===== config.mk =====
export PLATFORM = sky130hd
export DESIGN_NAME = command_frame_builder_crc16_top
export DESIGN_NICKNAME = d
export VERILOG_FILES = /design/src/sv/cfb_pkg.sv /design/src/sv/cfb_front.sv /design/src/sv/cfb_cmd_fifo.sv /design/src/sv/cfb_back.sv /design/src/sv/command_frame_builder_crc16_top.sv
export SDC_FILE = /design/constraint.sdc
export NUM_CORES = 1
export LEC_CHECK = 0
export ABC_CLOCK_PERIOD_IN_PS = 3200
export BUFFER_PORTS_ARGS = -buffer_cell sky130_fd_sc_hd__buf_2
export CAP_MARGIN = 10
export CORE_UTILIZATION = 45
export DETAILED_ROUTE_END_ITERATION = 7
export PLACE_DENSITY = 0.74
export SLEW_MARGIN = 20
export SYNTH_ARGS = -nofsm -noshare
export SYNTH_HDL_FRONTEND = slang
export SYNTH_SLANG_ARGS = --single-unit

===== constraint.sdc =====
create_clock -name clk -period 3.2 [get_ports clk]
set_input_delay 0.96 -clock clk [delete_from_list [all_inputs] [get_ports clk]]
set_output_delay 0.96 -clock clk [all_outputs]
set_load 0.01 [all_outputs]

===== src/sv/cfb_pkg.sv =====
// shared types, frame constants and crc function for the command frame builder
`timescale 1ns / 1ps
package cfb_pkg;

  localparam logic OP_START = 1'b0;
  localparam logic OP_DATA  = 1'b1;

  localparam logic [15:0] CRC_INIT = 16'hFFFF;
  localparam logic [15:0] CRC_POLY = 16'hA001;

  localparam logic [7:0] SYNC_0 = 8'hFF;
  localparam logic [7:0] SYNC_1 = 8'h81;
  localparam logic [7:0] PROD_0 = 8'h53;  // 'S'
  localparam logic [7:0] PROD_1 = 8'h42;  // 'B'
  localparam logic [7:0] PROD_2 = 8'h31;  // '1'
  localparam logic [7:0] PROD_3 = 8'h43;  // 'C'

  localparam int HDR_LEN = 9;
  localparam logic [3:0] IDX_HDR_LAST  = 4'd8;
  localparam logic [3:0] IDX_START_END = 4'd10;
  localparam logic [3:0] IDX_DATA_END  = 4'd2;

  // one classified request passed from front to back
  typedef struct packed {
    logic       is_start;
    logic       last;      // start: empty payload; data: final payload byte
    logic [7:0] b0;        // command id or payload byte
    logic [7:0] b1;        // action id
    logic [7:0] b2;        // payload length
  } cmd_t;

  function automatic logic [15:0] crc_update(input logic [15:0] crc_in, input logic [7:0] b);
    logic [15:0] c;
    c = crc_in ^ {8'h00, b};
    for (int k = 0; k < 8; k++) begin
      if (c[0]) begin
        c = (c >> 1) ^ CRC_POLY;
      end else begin
        c = c >> 1;
      end
    end
    return c;
  endfunction

  function automatic logic [7:0] hdr_byte(input logic [3:0] idx, input cmd_t c);
    logic [7:0] r;
    case (idx)
      4'd0:    r = SYNC_0;
      4'd1:    r = SYNC_1;
      4'd2:    r = PROD_0;
      4'd3:    r = PROD_1;
      4'd4:    r = PROD_2;
      4'd5:    r = PROD_3;
      4'd6:    r = c.b0;
      4'd7:    r = c.b1;
      default: r = c.b2;
    endcase
    return r;
  endfunction

endpackage


===== src/sv/cfb_front.sv =====
// front end: accepts items, tracks the open frame and classifies requests
`timescale 1ns / 1ps
module cfb_front
  import cfb_pkg::*;
(
  input  logic       clk,
  input  logic       rst_n,
  input  logic       accept,
  input  logic       operation,
  input  logic [7:0] cmd_id,
  input  logic [7:0] act_id,
  input  logic [7:0] payload_length,
  input  logic [7:0] data_byte,
  output logic       q_push,
  output cmd_t       q_data
);

  logic       open_r, open_nxt;
  logic [7:0] rem_r, rem_nxt;

  always_comb begin
    open_nxt = open_r;
    rem_nxt  = rem_r;
    q_push   = 1'b0;
    q_data   = '0;
    if (accept) begin
      if (operation == OP_START) begin
        q_push          = 1'b1;
        q_data.is_start = 1'b1;
        q_data.last     = (payload_length == 8'd0);
        q_data.b0       = cmd_id;
        q_data.b1       = act_id;
        q_data.b2       = payload_length;
        open_nxt        = (payload_length != 8'd0);
        rem_nxt         = payload_length;
      end else if (open_r) begin
        // stray payload bytes with no open frame are dropped here
        q_push          = 1'b1;
        q_data.is_start = 1'b0;
        q_data.last     = (rem_r == 8'd1);
        q_data.b0       = data_byte;
        rem_nxt         = rem_r - 8'd1;
        open_nxt        = (rem_r != 8'd1);
      end
    end
  end

  always_ff @(posedge clk) begin
    if (!rst_n) begin
      open_r <= 1'b0;
      rem_r  <= 8'd0;
    end else begin
      open_r <= open_nxt;
      rem_r  <= rem_nxt;
    end
  end

endmodule


===== src/sv/cfb_cmd_fifo.sv =====
// request queue between front and back end
`timescale 1ns / 1ps
module cfb_cmd_fifo
  import cfb_pkg::*;
#(
  parameter int DEPTH = 4
) (
  input  logic clk,
  input  logic rst_n,
  input  logic push,
  input  cmd_t wdata,
  input  logic pop,
  output cmd_t rdata,
  output logic full,
  output logic not_empty
);

  localparam int PTR_W = (DEPTH > 1) ? $clog2(DEPTH) : 1;
  localparam int CNT_W = $clog2(DEPTH + 1);
  localparam logic [PTR_W-1:0] PTR_LAST = PTR_W'(DEPTH - 1);

  cmd_t             mem [DEPTH];
  logic [PTR_W-1:0] wr_ptr_r, rd_ptr_r;
  logic [CNT_W-1:0] cnt_r;

  assign full      = (cnt_r == CNT_W'(DEPTH));
  assign not_empty = (cnt_r != '0);
  assign rdata     = mem[rd_ptr_r];

  always_ff @(posedge clk) begin
    if (push) begin
      mem[wr_ptr_r] <= wdata;
    end
  end

  always_ff @(posedge clk) begin
    if (!rst_n) begin
      wr_ptr_r <= '0;
      rd_ptr_r <= '0;
      cnt_r    <= '0;
    end else begin
      if (push) begin
        wr_ptr_r <= (wr_ptr_r == PTR_LAST) ? '0 : wr_ptr_r + 1'b1;
      end
      if (pop) begin
        rd_ptr_r <= (rd_ptr_r == PTR_LAST) ? '0 : rd_ptr_r + 1'b1;
      end
      if (push && !pop) begin
        cnt_r <= cnt_r + 1'b1;
      end else if (!push && pop) begin
        cnt_r <= cnt_r - 1'b1;
      end
    end
  end

endmodule


===== src/sv/cfb_back.sv =====
// back end: serializes each request into frame bytes, updates the crc
`timescale 1ns / 1ps
module cfb_back
  import cfb_pkg::*;
(
  input  logic       clk,
  input  logic       rst_n,
  input  logic       q_valid,
  input  cmd_t       q_head,
  output logic       q_pop,
  output logic       out_empty,
  input  logic       out_pop,
  output logic [7:0] out_byte,
  output logic       out_frame_end
);

  logic [3:0]  idx_r, idx_nxt;
  logic [15:0] crc_r, crc_nxt;
  logic        vld_r, vld_nxt;
  logic [7:0]  byte_r;
  logic        end_r;

  logic        emit;
  logic [3:0]  idx_end;
  logic [7:0]  sel_byte;
  logic        sel_end;
  logic        sel_hash;
  logic [15:0] crc_base;

  assign emit = q_valid && (!vld_r || out_pop);

  always_comb begin
    if (q_head.is_start) begin
      idx_end = q_head.last ? IDX_START_END : IDX_HDR_LAST;
    end else begin
      idx_end = q_head.last ? IDX_DATA_END : 4'd0;
    end

    sel_end  = 1'b0;
    sel_hash = 1'b1;
    if (q_head.is_start && idx_r < 4'(HDR_LEN)) begin
      sel_byte = hdr_byte(idx_r, q_head);
    end else if (!q_head.is_start && idx_r == 4'd0) begin
      sel_byte = q_head.b0;
    end else if (idx_r == idx_end) begin
      sel_byte = crc_r[7:0];
      sel_end  = 1'b1;
      sel_hash = 1'b0;
    end else begin
      sel_byte = crc_r[15:8];
      sel_hash = 1'b0;
    end

    // a start request restarts the crc on its first sync byte
    crc_base = (q_head.is_start && idx_r == 4'd0) ? CRC_INIT : crc_r;
  end

  always_comb begin
    q_pop   = emit && (idx_r == idx_end);
    idx_nxt = idx_r;
    crc_nxt = crc_r;
    vld_nxt = vld_r && !out_pop;
    if (emit) begin
      vld_nxt = 1'b1;
      idx_nxt = q_pop ? 4'd0 : idx_r + 4'd1;
      if (sel_hash) begin
        crc_nxt = crc_update(crc_base, sel_byte);
      end else if (sel_end) begin
        crc_nxt = CRC_INIT;
      end
    end
  end

  always_ff @(posedge clk) begin
    if (!rst_n) begin
      idx_r <= 4'd0;
      crc_r <= CRC_INIT;
      vld_r <= 1'b0;
    end else begin
      idx_r <= idx_nxt;
      crc_r <= crc_nxt;
      vld_r <= vld_nxt;
    end
  end

  always_ff @(posedge clk) begin
    if (emit) begin
      byte_r <= sel_byte;
      end_r  <= sel_end;
    end
  end

  assign out_empty     = !vld_r;
  assign out_byte      = byte_r;
  assign out_frame_end = end_r;

endmodule


===== src/sv/command_frame_builder_crc16_top.sv =====
// top level of the command frame builder with crc-16
// usage:
//   input side is a queue: drive the item and in_push; it is taken when in_full is low.
//   in_operation 0 starts a frame from cmd, action and length; 1 carries one payload byte.
//   result side is a queue: while out_empty is low out_byte/out_frame_end hold the
//   oldest byte; out_pop takes it. out_frame_end marks the low crc byte of a frame.
//   payload bytes with no open frame are dropped; a start aborts an open frame.
// throughput:
//   a taken request is queued; its first byte is then registered in the back end output.
//   the back end emits one frame byte per cycle while the receiver keeps up: a start request
//   gives 9 bytes (11 with an empty payload), a payload request 1 byte (3 for the last one).
//   a request queue of CMD_DEPTH entries lets input be taken while the header
//   burst is still going out, so payload items stream at one per cycle while the receiver keeps up.
// reset (synchronous, rst_n low): queues empty, no frame open, crc at 0xFFFF.
// a stalled receiver holds the output byte; the back end stops, the request queue
// fills and in_full rises; nothing is lost.
`timescale 1ns / 1ps
module command_frame_builder_crc16_top
  import cfb_pkg::*;
#(
  parameter int CMD_DEPTH = 4
) (
  input  logic       clk,
  input  logic       rst_n,
  input  logic       in_push,
  output logic       in_full,
  input  logic       in_operation,
  input  logic [7:0] in_cmd_id,
  input  logic [7:0] in_act_id,
  input  logic [7:0] in_payload_length,
  input  logic [7:0] in_data_byte,
  output logic       out_empty,
  input  logic       out_pop,
  output logic [7:0] out_byte,
  output logic       out_frame_end
);

  logic accept;
  logic q_push, q_pop, q_valid;
  cmd_t q_wdata, q_head;

  assign accept = in_push && !in_full;

  cfb_front u_front (
    .clk            (clk),
    .rst_n          (rst_n),
    .accept         (accept),
    .operation      (in_operation),
    .cmd_id         (in_cmd_id),
    .act_id         (in_act_id),
    .payload_length (in_payload_length),
    .data_byte      (in_data_byte),
    .q_push         (q_push),
    .q_data         (q_wdata)
  );

  cfb_cmd_fifo #(.DEPTH(CMD_DEPTH)) u_fifo (
    .clk       (clk),
    .rst_n     (rst_n),
    .push      (q_push),
    .wdata     (q_wdata),
    .pop       (q_pop),
    .rdata     (q_head),
    .full      (in_full),
    .not_empty (q_valid)
  );

  cfb_back u_back (
    .clk           (clk),
    .rst_n         (rst_n),
    .q_valid       (q_valid),
    .q_head        (q_head),
    .q_pop         (q_pop),
    .out_empty     (out_empty),
    .out_pop       (out_pop),
    .out_byte      (out_byte),
    .out_frame_end (out_frame_end)
  );

endmodule


==> summary by stage, run 1 <==
Worst hold path
The worst hold path begins at u_back.vld_r$_SDFF_PN0_. The path class of the tightest hold or removal check is flop to flop.

STA
The hold slack is about 0.48 ns. The setup slack after layout is -0.119 ns. The total count of max-transition violations in the final report came to 0.

Setup repair after global routing could not meet its margin everywhere. The aggregate negative setup slack is -0.194 ns. The final count of negative-setup-slack endpoints is 3.

The final critical-path required period is between 3 and 4 ns. The share of the clock period used by the worst path is 104%. For the pin with the worst max-slew slack, the measured transition is roughly 0.65 ns. Measured against its own limit, the worst slew margin works out to between 50 and 60%.

The final hold violation count is 0. The clock skew after layout is 0.0135 ns. For this run, the top clock speed supported by timing is ~300 MHz.

Job
Across the run, the number of max-cap violations was 0.

Yosys
Yosys attributes the largest share of cell area to edfxtp_1, dfxtp_1, mux4_2. During synthesis, Yosys emitted a total of 0 warnings. The mapped netlist covers just over 0.007 mm2.

Counting flops with an async set or reset pin after synthesis yields a share of 0%. The distinct cell type count of the synthesized netlist is slightly above 60. The register area share after synthesis is 58.4%. Each instance of the synthesized netlist takes up on average about 13 um2. The most used flip-flop cell after synthesis is edfxtp_1. After synthesis the netlist holds a flip-flop and latch count of 152. The net count of the mapped netlist is between 500 and 600. The top cell type by total area after synthesis is edfxtp_1. Summed over its instances, the top area cell type makes up 47.5% of the synthesized netlist area. Counting every instance in the synthesized netlist gives ~550.

In this run, synthesis inferred approximately 110 flip-flops with an integrated enable.

Status
The flow ran to the end, but the final reports show violations. The final reports fail on negative setup slack.

Routing
The detailed-route via count is 4899. Using the TritonRoute via totals, the vias-per-cell ratio works out to 5.55. The first routing iteration left just over 400 violations. The number of search-and-repair iterations in the first detailed-routing pass is 5.

After detailed routing, the number of remaining DRC violations is 0. For this block, the routed nets add up to 16400 um of wire. The post-detailed-route count of antenna-violating nets is 0. The average wire per standard cell is 18.5 um.

Setup path
The required time of the critical path is 3.51 ns. STA classifies the critical path startpoint as a flop. Along the worst path, the maximum fanout reaches 3.

STA classifies the critical path endpoint as a flop. The startpoint-to-endpoint class of the critical path is flop to flop. STA puts the critical path data arrival time at 3.63 ns.

Layout
Relative to the synthesized area, the layout overhead comes to 23.9%. The number of antenna diodes in the final layout is 0. Cells with a size suffix above 1 make up about a third of the layout. After routing the design area is 0.00885 mm2. The net total in the final layout is just over 700.

Global route
The via count of the first global-routing pass was between 4000 and 5000. The number of antenna violations at the first check in global routing is 0. The total global-route track usage is 21.2%. The global-route wire length before repair is 26000 um. Entering global routing, the biggest net connects 38 pins. The leftover overflow at the end of global routing is 0.

Placed design
The count of input and output buffers is 47. Once placement finished, the instance area stood at ~0.008 mm2. The final weighted congestion of routability-driven global placement is between 0.9 and 1. The wire-length estimate of the detail-placed layout is 11400 um.

Floorplanning
From left edge to right edge, the die measures approximately 130 um. The core region is about 0.015 mm2. The number of standard-cell rows in the floorplan is 45. For this configuration, the core starts out at a cell density of between 40 and 50%. The full die area is 0.0164 mm2. Pin placement for this block handled 48 I/O pins.

The die height is approximately 130 um.

CTS
Clock-pin slew was measured on the worst setup and hold paths at 0.06 ns. The number of sinks handled by clock tree synthesis is roughly 150. The clock insertion delay at the later pin of the skew report is around 0.42 ns. The maximum number of buffers from clock root to sink is 2.

CTS built an H-tree with a depth of 4. The root buffer cell is clkbuf_16. The TritonCTS clock tree is yes.

The number of buffers inserted during clock tree synthesis is 17.

Pwr
IR analysis of the VDD net gives a maximum drop of about 0.66 mV. In this run the power density over the cells is 951 mW/mm2. The leakage power figure is about 3.3 nW.
-- cell type report --
| class | count | area, um2 |
|---|---|---|
| fillers | 1236 | 6530 |
| flip-flops and latches | 152 | 4180 |
| multi-input cells | 344 | 2880 |
| repair buffers | 123 | 861 |
| clock buffers | 17 | 425 |
| well taps | 211 | 264 |
| clock inverters | 15 | 151 |
| inverters | 21 | 78.8 |
-- flip-flops by register name, indices dropped and copies added, names as in the netlist, named ones only --
| name | flops |
|---|---|
| u_back.crc_r | 16 |
| u_back.idx_r | 4 |
| u_back.out_byte | 8 |
| u_back.out_frame_end | 1 |
| u_back.vld_r | 1 |
| u_fifo.cnt_r | 3 |
| u_fifo.mem | 104 |
| u_fifo.rd_ptr_r | 2 |
| u_fifo.wr_ptr_r | 2 |
| u_front.open_r | 1 |
| u_front.rem_r | 8 |
-- worst paths after layout --
check | endpoint | slack [ns] | depth (start not counted)
max | u_back.crc_r[0]$_SDFFE_PN1P_ | -0.12 | 13
min reg2reg | u_back.vld_r$_SDFF_PN0_ | 0.48 | 2
max reg2reg | u_back.crc_r[0]$_SDFFE_PN1P_ | -0.12 | 13
min | u_back.vld_r$_SDFF_PN0_ | 0.48 | 2
-- cells by family after synthesis --
| logic type | count (synthesis) | synth area share [%] |
|---|---|---|
| AOI/OAI and AO/OA | 105 | 10.7 |
| xor gates and xnor gates | 35 | 4.61 |
| adders and majority gates | 13 | 2.38 |
| buffers and inverters | 50 | 3.26 |
| DFF | 152 | 58.4 |
| muxes | 38 | 9.99 |
| and+or+nand+nor | 153 | 10.7 |
-- report_power, final --
part / switching (mW) / internal [mW]
Combinational: 1.92 / 1.97
Clock: 0.788 / 1.15
Sequential: 0.144 / 2.45
Total: 2.85 / 5.57
-- per-stage QoR --
stage / worst slack, ns / instances / power, mW / utilization [%]
floorplan: 0.00572 / 546 / 5.03 / -
global placement: -0.122 / 836 / 6.05 / 52.0
detailed placement: -0.104 / 836 / 6.13 / 52.0
CTS: -0.0857 / 878 / 8.26 / 56.8
global route: -0.205 / 883 / 8.84 / 57.5
finish: -0.119 / 883 / 8.42 / 57.5
-- routing by layer --
metal	part of all wire (%)	wire length, um	track usage (%)	up-vias
li1	-	-	-	2277
met1	42	6950	26.3	2449
met2	50	8260	36.3	154
met3	5.0	813	4.47	19
met4	2.0	333	8.44	0
met5	0	0	0	-
-- cells in the final DEF, fill, tap and decap left out, types with 4 or more instances in the layout --
cell type    n
buf_4       67
a21boi_0     5
clkbuf_16   17
a22o_1      12
dfxtp_1     37
clkinv_4     4
nand2_1     38
buf_2       47
ha_1        11
buf_6        6
o21ai_0     16
a21oi_1     19
nor2b_1     10
xnor2_2      4
xor2_1       7
and2_1      28
mux2i_1      6
o22ai_1     11
nor2_1      30
mux4_2      25
inv_1       20
nand3_1      8
nor3_1      14
xnor2_1     23
edfxtp_1   113
-- timing repair --
item                       4_1_cts  5_1_grt
pin swaps                       13       16
setup endpoints to repair        3        5
setup buffers                   10        6
hold buffers                     0        0
resized for setup               21       18
-- worst max-delay path, stage by stage (launching register included) --
cell	delay [ns]
dfxtp_4	0.37
buf_6	0.11
mux2i_2	0.28
xnor2_2	0.17
nor4b_4	0.08
or2_4	0.27
buf_6	0.13
a311o_2	0.40
xor2_1	0.17
xnor2_1	0.23
xnor2_1	0.16
xnor3_2	0.50
xnor2_2	0.16
o22a_1	0.19
-- Yosys cell counts (2+ instances only) --
master	n
a221oi_4	2
a32oi_1	2
nand2_1	40
nor3_1	16
nor4_1	4
mux4_2	24
a211oi_1	2
nand3_1	8
ha_1	12
buf_4	3
mux2i_1	8
a21boi_0	5
o21a_1	2
clkbuf_1	19
and2_1	28
o221a_2	3
a221oi_1	3
buf_6	4
xor2_1	7
o21ai_1	3
a22o_1	12
a21oi_1	21
nand2b_1	2
o31ai_1	2
buf_2	3
dfxtp_1	39
o22ai_1	12
edfxtp_1	113
nor2b_1	11
inv_1	20
nor2_1	33
mux2_4	2
a41oi_1	3
or2_2	2
xnor2_1	26
mux2_2	2
and3_1	3
a21o_1	2
a2111oi_0	2
o22a_1	2
a22oi_1	2
a31oi_1	2
o21ai_0	16
(Power assumes the default switching activity.)
==> inputs of run 2 (changes only) <==
--- a/config.mk
+++ b/config.mk
@@ -5,6 +5,7 @@
 export SDC_FILE = /design/constraint.sdc
 export NUM_CORES = 1
 export LEC_CHECK = 0
+export ABC_AREA = 1
 export ABC_CLOCK_PERIOD_IN_PS = 3200
 export BUFFER_PORTS_ARGS = -buffer_cell sky130_fd_sc_hd__buf_2
 export CAP_MARGIN = 10
==> summary by stage, run 2 <==
Layout
The layout overhead on the synthesized area is 16.1%. The library cells used most frequently in the layout, excluding fill and tap cells, are nand2_1, edfxtp_1, o21ai_0, inv_1, nor2_1. The most flop-heavy register is u_fifo.mem. The most common library cell in the layout ignoring fill and taps is nand2_1. The largest registers in the layout are u_fifo.mem (104), u_back.crc_r (16).

The net total in the final layout is 924 (+30%). The number of antenna repair diodes is 0 (unchanged). The post-route cell area is 0.00856 mm2 (-3.2%).

The ratio of cells with drive above 1 in the final layout is 16.7% (-17 points). The number of flip-flops in the largest register is 104 (unchanged).

Yosys
The fraction of synthesized cell area taken by the top area cell type is 46.0% (-1.5 points). Yosys attributes the largest share of cell area to edfxtp_1, dfxtp_1, nand2_1. The register area share after synthesis is 56.6% (-1.8 points). The number of instances in the synthesized netlist is 813 (+49%).

The net count of the mapped netlist is 863 (+45%). The count of warnings emitted by yosys is 0 (unchanged). The number of synthesized flops with an enable pin came to 113 (unchanged). Sorting the synthesized cells by how often they occur yields nand2_1, edfxtp_1, o21ai_0. The mean instance size in the synthesized netlist is 9.07 um2 (-31%). The cell area after synthesis is 0.00737 mm2 (+3.3%). Among all flip-flop cells after synthesis, the most frequent one is edfxtp_1.

The top cell type by total area after synthesis is edfxtp_1. The distinct cell type count of the synthesized netlist is 41 (-34%). The share of flip-flops with an asynchronous set or reset is 0% (unchanged). Among all cell types in the netlist, the one instantiated most often is nand2_1. The flop and latch count out of synthesis is 152 (unchanged).

Setup path
The reg-to-reg startpoint is u_back.idx_r[0]$_SDFFE_PN0P_. The critical path in this run is classified as flop to flop. The kind of capture point of the worst setup path is a flop. The path depth of the worst reg2reg path is 20 (+7). The critical-path cell with the highest stage delay is dfxtp_2.

The critical path goes through inv_1, ha_1, inv_1, nor2_1, o21ai_2, inv_1, o211ai_1, nand2_1, nand2_1, nand2_1, nand2_1, nand2_1, nand2_1, nand2_2, nand2_2, nand3_1, nand2_2, nand2_1, nand2_1, o211ai_1. The cell that appears most often on the critical path is nand2_1. The arrival time reported for the critical path endpoint came to 3.14 ns (-0.49 ns). The worst setup slack for register-to-register paths came to 0.34 ns (+0.45 ns). The required time of the critical path came to 3.48 ns (-0.03 ns).

The worst register-to-register path ends at u_back.crc_r[15]$_SDFFE_PN1P_. The delay of the slowest cell on the worst path is 0.38 ns (-0.12 ns). The top fanout value on the critical path is 8 (+5). The launching element of the worst setup path is u_back.idx_r[0]$_SDFFE_PN0P_.

The critical path ends at u_back.crc_r[15]$_SDFFE_PN1P_. The type of origin of the critical path is a flop.

STA
The clock skew after layout is 0.0103 ns (-0.00314 ns). The share of the clock period used by the worst path is 89.5% (-14 points). The total count of max-transition violations in the final report was 0 (unchanged). The final hold violation count is 0 (unchanged). The maximum clock frequency is 349 MHz (+16%).

The setup slack after layout is 0.336 ns (+0.455 ns). The final critical-path required period is 2.86 ns (-0.455 ns). The transition time of the tightest slew-check pin is 0.686 ns (+0.0389 ns).

The final count of negative-setup-slack endpoints was 0 (-3). The relative slew slack is 54.2% (-2.6 points). The aggregate negative setup slack was 0 ns (+0.194 ns).

Routing
The wire length on met3 is 1220 um (+50%). The detailed-route via count is 5929 (+21%). The overall routed net length is 17700 um (+8.1%).

The number of search-and-repair iterations in the first detailed-routing pass is 5 (unchanged). The mean number of vias per cell is 5.38 (-3.1%). The average wire per standard cell is 16.0 um (-13%).

The wire length on met1 is 7610 um (+9.5%). The DRC violation count after routing is 0 (unchanged). The total length of routed met2 wires is 8440 um (+2.2%). The post-detailed-route count of antenna-violating nets is 0 (unchanged).

The top metal layer carrying routed signals is met4. The count of routing violations after the opening detailed-route iteration is 653 (+58%).

CTS
The maximum number of buffers from clock root to sink is 2 (unchanged). The clock insertion delay at the later pin of the skew report was 0.43 ns (about the same). The post-cts hold buffer count is 0 (unchanged). The CTS clock-pin slew for the worst setup and hold paths is 0.06 ns (about the same). The number of sinks handled by clock tree synthesis was 152 (unchanged). The TritonCTS clock tree is yes. The number of H-tree branching levels is 4 (unchanged). The root buffer cell is clkbuf_16.

The number of buffers inserted during clock tree synthesis is 17 (unchanged).

Job
The number of max-capacitance violations reported is 0 (unchanged).

Global route
The global-route wire length before repair is 28300 um (+8.7%). The leftover overflow at the end of global routing is 0 (unchanged). The via count of the first global-routing pass is 5596 (+15%). The number of antenna violations at the first check in global routing is 0 (unchanged). The maximum number of pins on one net before global-route repair is 59 (+55%). The total global-route track usage is 22.4% (+1.2 points).

Pwr
The maximum ir drop on the vdd rail is 0.640 mV (-2.6%). The leakage power figure is 3.61 nW (+9.9%). The overall power is 9.17 mW (+8.9%). The power density relative to cell area was 1070 mW/mm2 (+13%).

Floorplanning
The full die area is 0.0169 mm2 (+3.2%). The count of boundary I/O pins is 48 (unchanged). The number of standard-cell rows in the floorplan is 46 (+2.2%). The core footprint is 0.0159 mm2 (+3.7%).

The horizontal die dimension came to 130 um (+1.6%). The die height is 130 um (+1.6%). The starting density of the core is 46.3% (-0.21 points).

Placed design
The pre-CTS worst setup slack came to 0.319 ns (+0.423 ns). The count of input and output buffers was 47 (unchanged). The final weighted congestion of routability-driven global placement is 0.898 (-3.9%). The standard cell area after detailed placement is 0.00792 mm2 (-0.85%).

The half-perimeter wire length of the detailed placement result came to 12000 um (+5.4%).

Worst hold path
The tightest min-delay check is of the flop to flop type.

Status
The run finished with clean final reports.
run 2: changes by cell type after synthesis, sizes merged, moves of 28 or more:
| cell | change |
|---|---|
| and2 | -28 |
| inv | +68 |
| nand2 | +147 |
| nand3 | +60 |
| nor2 | +55 |
| o21ai | +72 |
run 2: area by class of cell:
type	count	area [um2]
inverter	91	350
clock inverter	13	121
clock buffer	19	443
fill	1420	7380
timing repair buffer	73	478
multi-input combinational	539	2720
tap	216	270
sequential	152	4180
run 2: per-stage QoR:
step	cells	hold WS (ns)	utilization, %
after floorplan	813	0.459	-
after global placement	1069	0.476	49.7
after detailed placement	1069	0.478	49.7
after CTS	1101	0.491	53.2
after global routing	1103	0.503	53.7
final	1103	0.496	53.7
run 2: per-layer routing:
| metal | vias to the layer above | GRT usage (%) |
|---|---|---|
| met5 | - | 0 |
| met4 | 0 | 9.64 |
| met3 | 29 | 4.51 |
| met2 | 238 | 36.6 |
| met1 | 2769 | 29.0 |
| li1 | 2893 | - |
run 2: logic make-up after synthesis:
logic type	count (synthesis)	share of synthesized area (%)
AOI/OAI and AO/OA	160	12.3
xor gates and xnor gates	9	1.07
adders and majority gates	13	2.31
buffers and inverters	122	6.89
DFF	152	56.6
and+or+nand+nor	357	20.9
run 2: worst max-delay path, delay by kind of cell, from the launching register on:
kind	cells	cell delay, ns
adders and majority gates	1	0.22
and+or+nand+nor	13	1.12
buffers and inverters	3	0.39
DFF	1	0.38
AOI/OAI and AO/OA	3	0.60
run 2: worst min-delay path by stage:
stage,startpoint,to,depth (start not counted),slack [ns]
floorplan,u_back.crc_r[9]$_SDFFE_PN1P_,u_back.crc_r[9]$_SDFFE_PN1P_,2,0.46
global placement,u_fifo.cnt_r[2]$_SDFFE_PN0P_,u_fifo.cnt_r[2]$_SDFFE_PN0P_,2,0.48
CTS,u_fifo.cnt_r[2]$_SDFFE_PN0P_,u_fifo.cnt_r[2]$_SDFFE_PN0P_,2,0.49
global route,u_back.idx_r[0]$_SDFFE_PN0P_,u_back.idx_r[0]$_SDFFE_PN0P_,1,0.50
finish,u_fifo.cnt_r[2]$_SDFFE_PN0P_,u_fifo.cnt_r[2]$_SDFFE_PN0P_,2,0.50
detailed placement,u_fifo.cnt_r[2]$_SDFFE_PN0P_,u_fifo.cnt_r[2]$_SDFFE_PN0P_,2,0.48
run 2: what timing repair did:
item,CTS,global route
buffers inserted,0,0
gates resized for setup,0,12
endpoints found under the setup margin,0,3
hold endpoints to repair,0,0
run 2: power breakdown:
group	switching [mW]	leakage (nW)	total [mW]	internal (mW)
Sequential	0.183	1.38	2.70	2.52
Combinational	3.06	1.96	4.56	1.50
Clock	0.811	0.280	1.91	1.10
Total	4.05	3.61	9.17	5.12
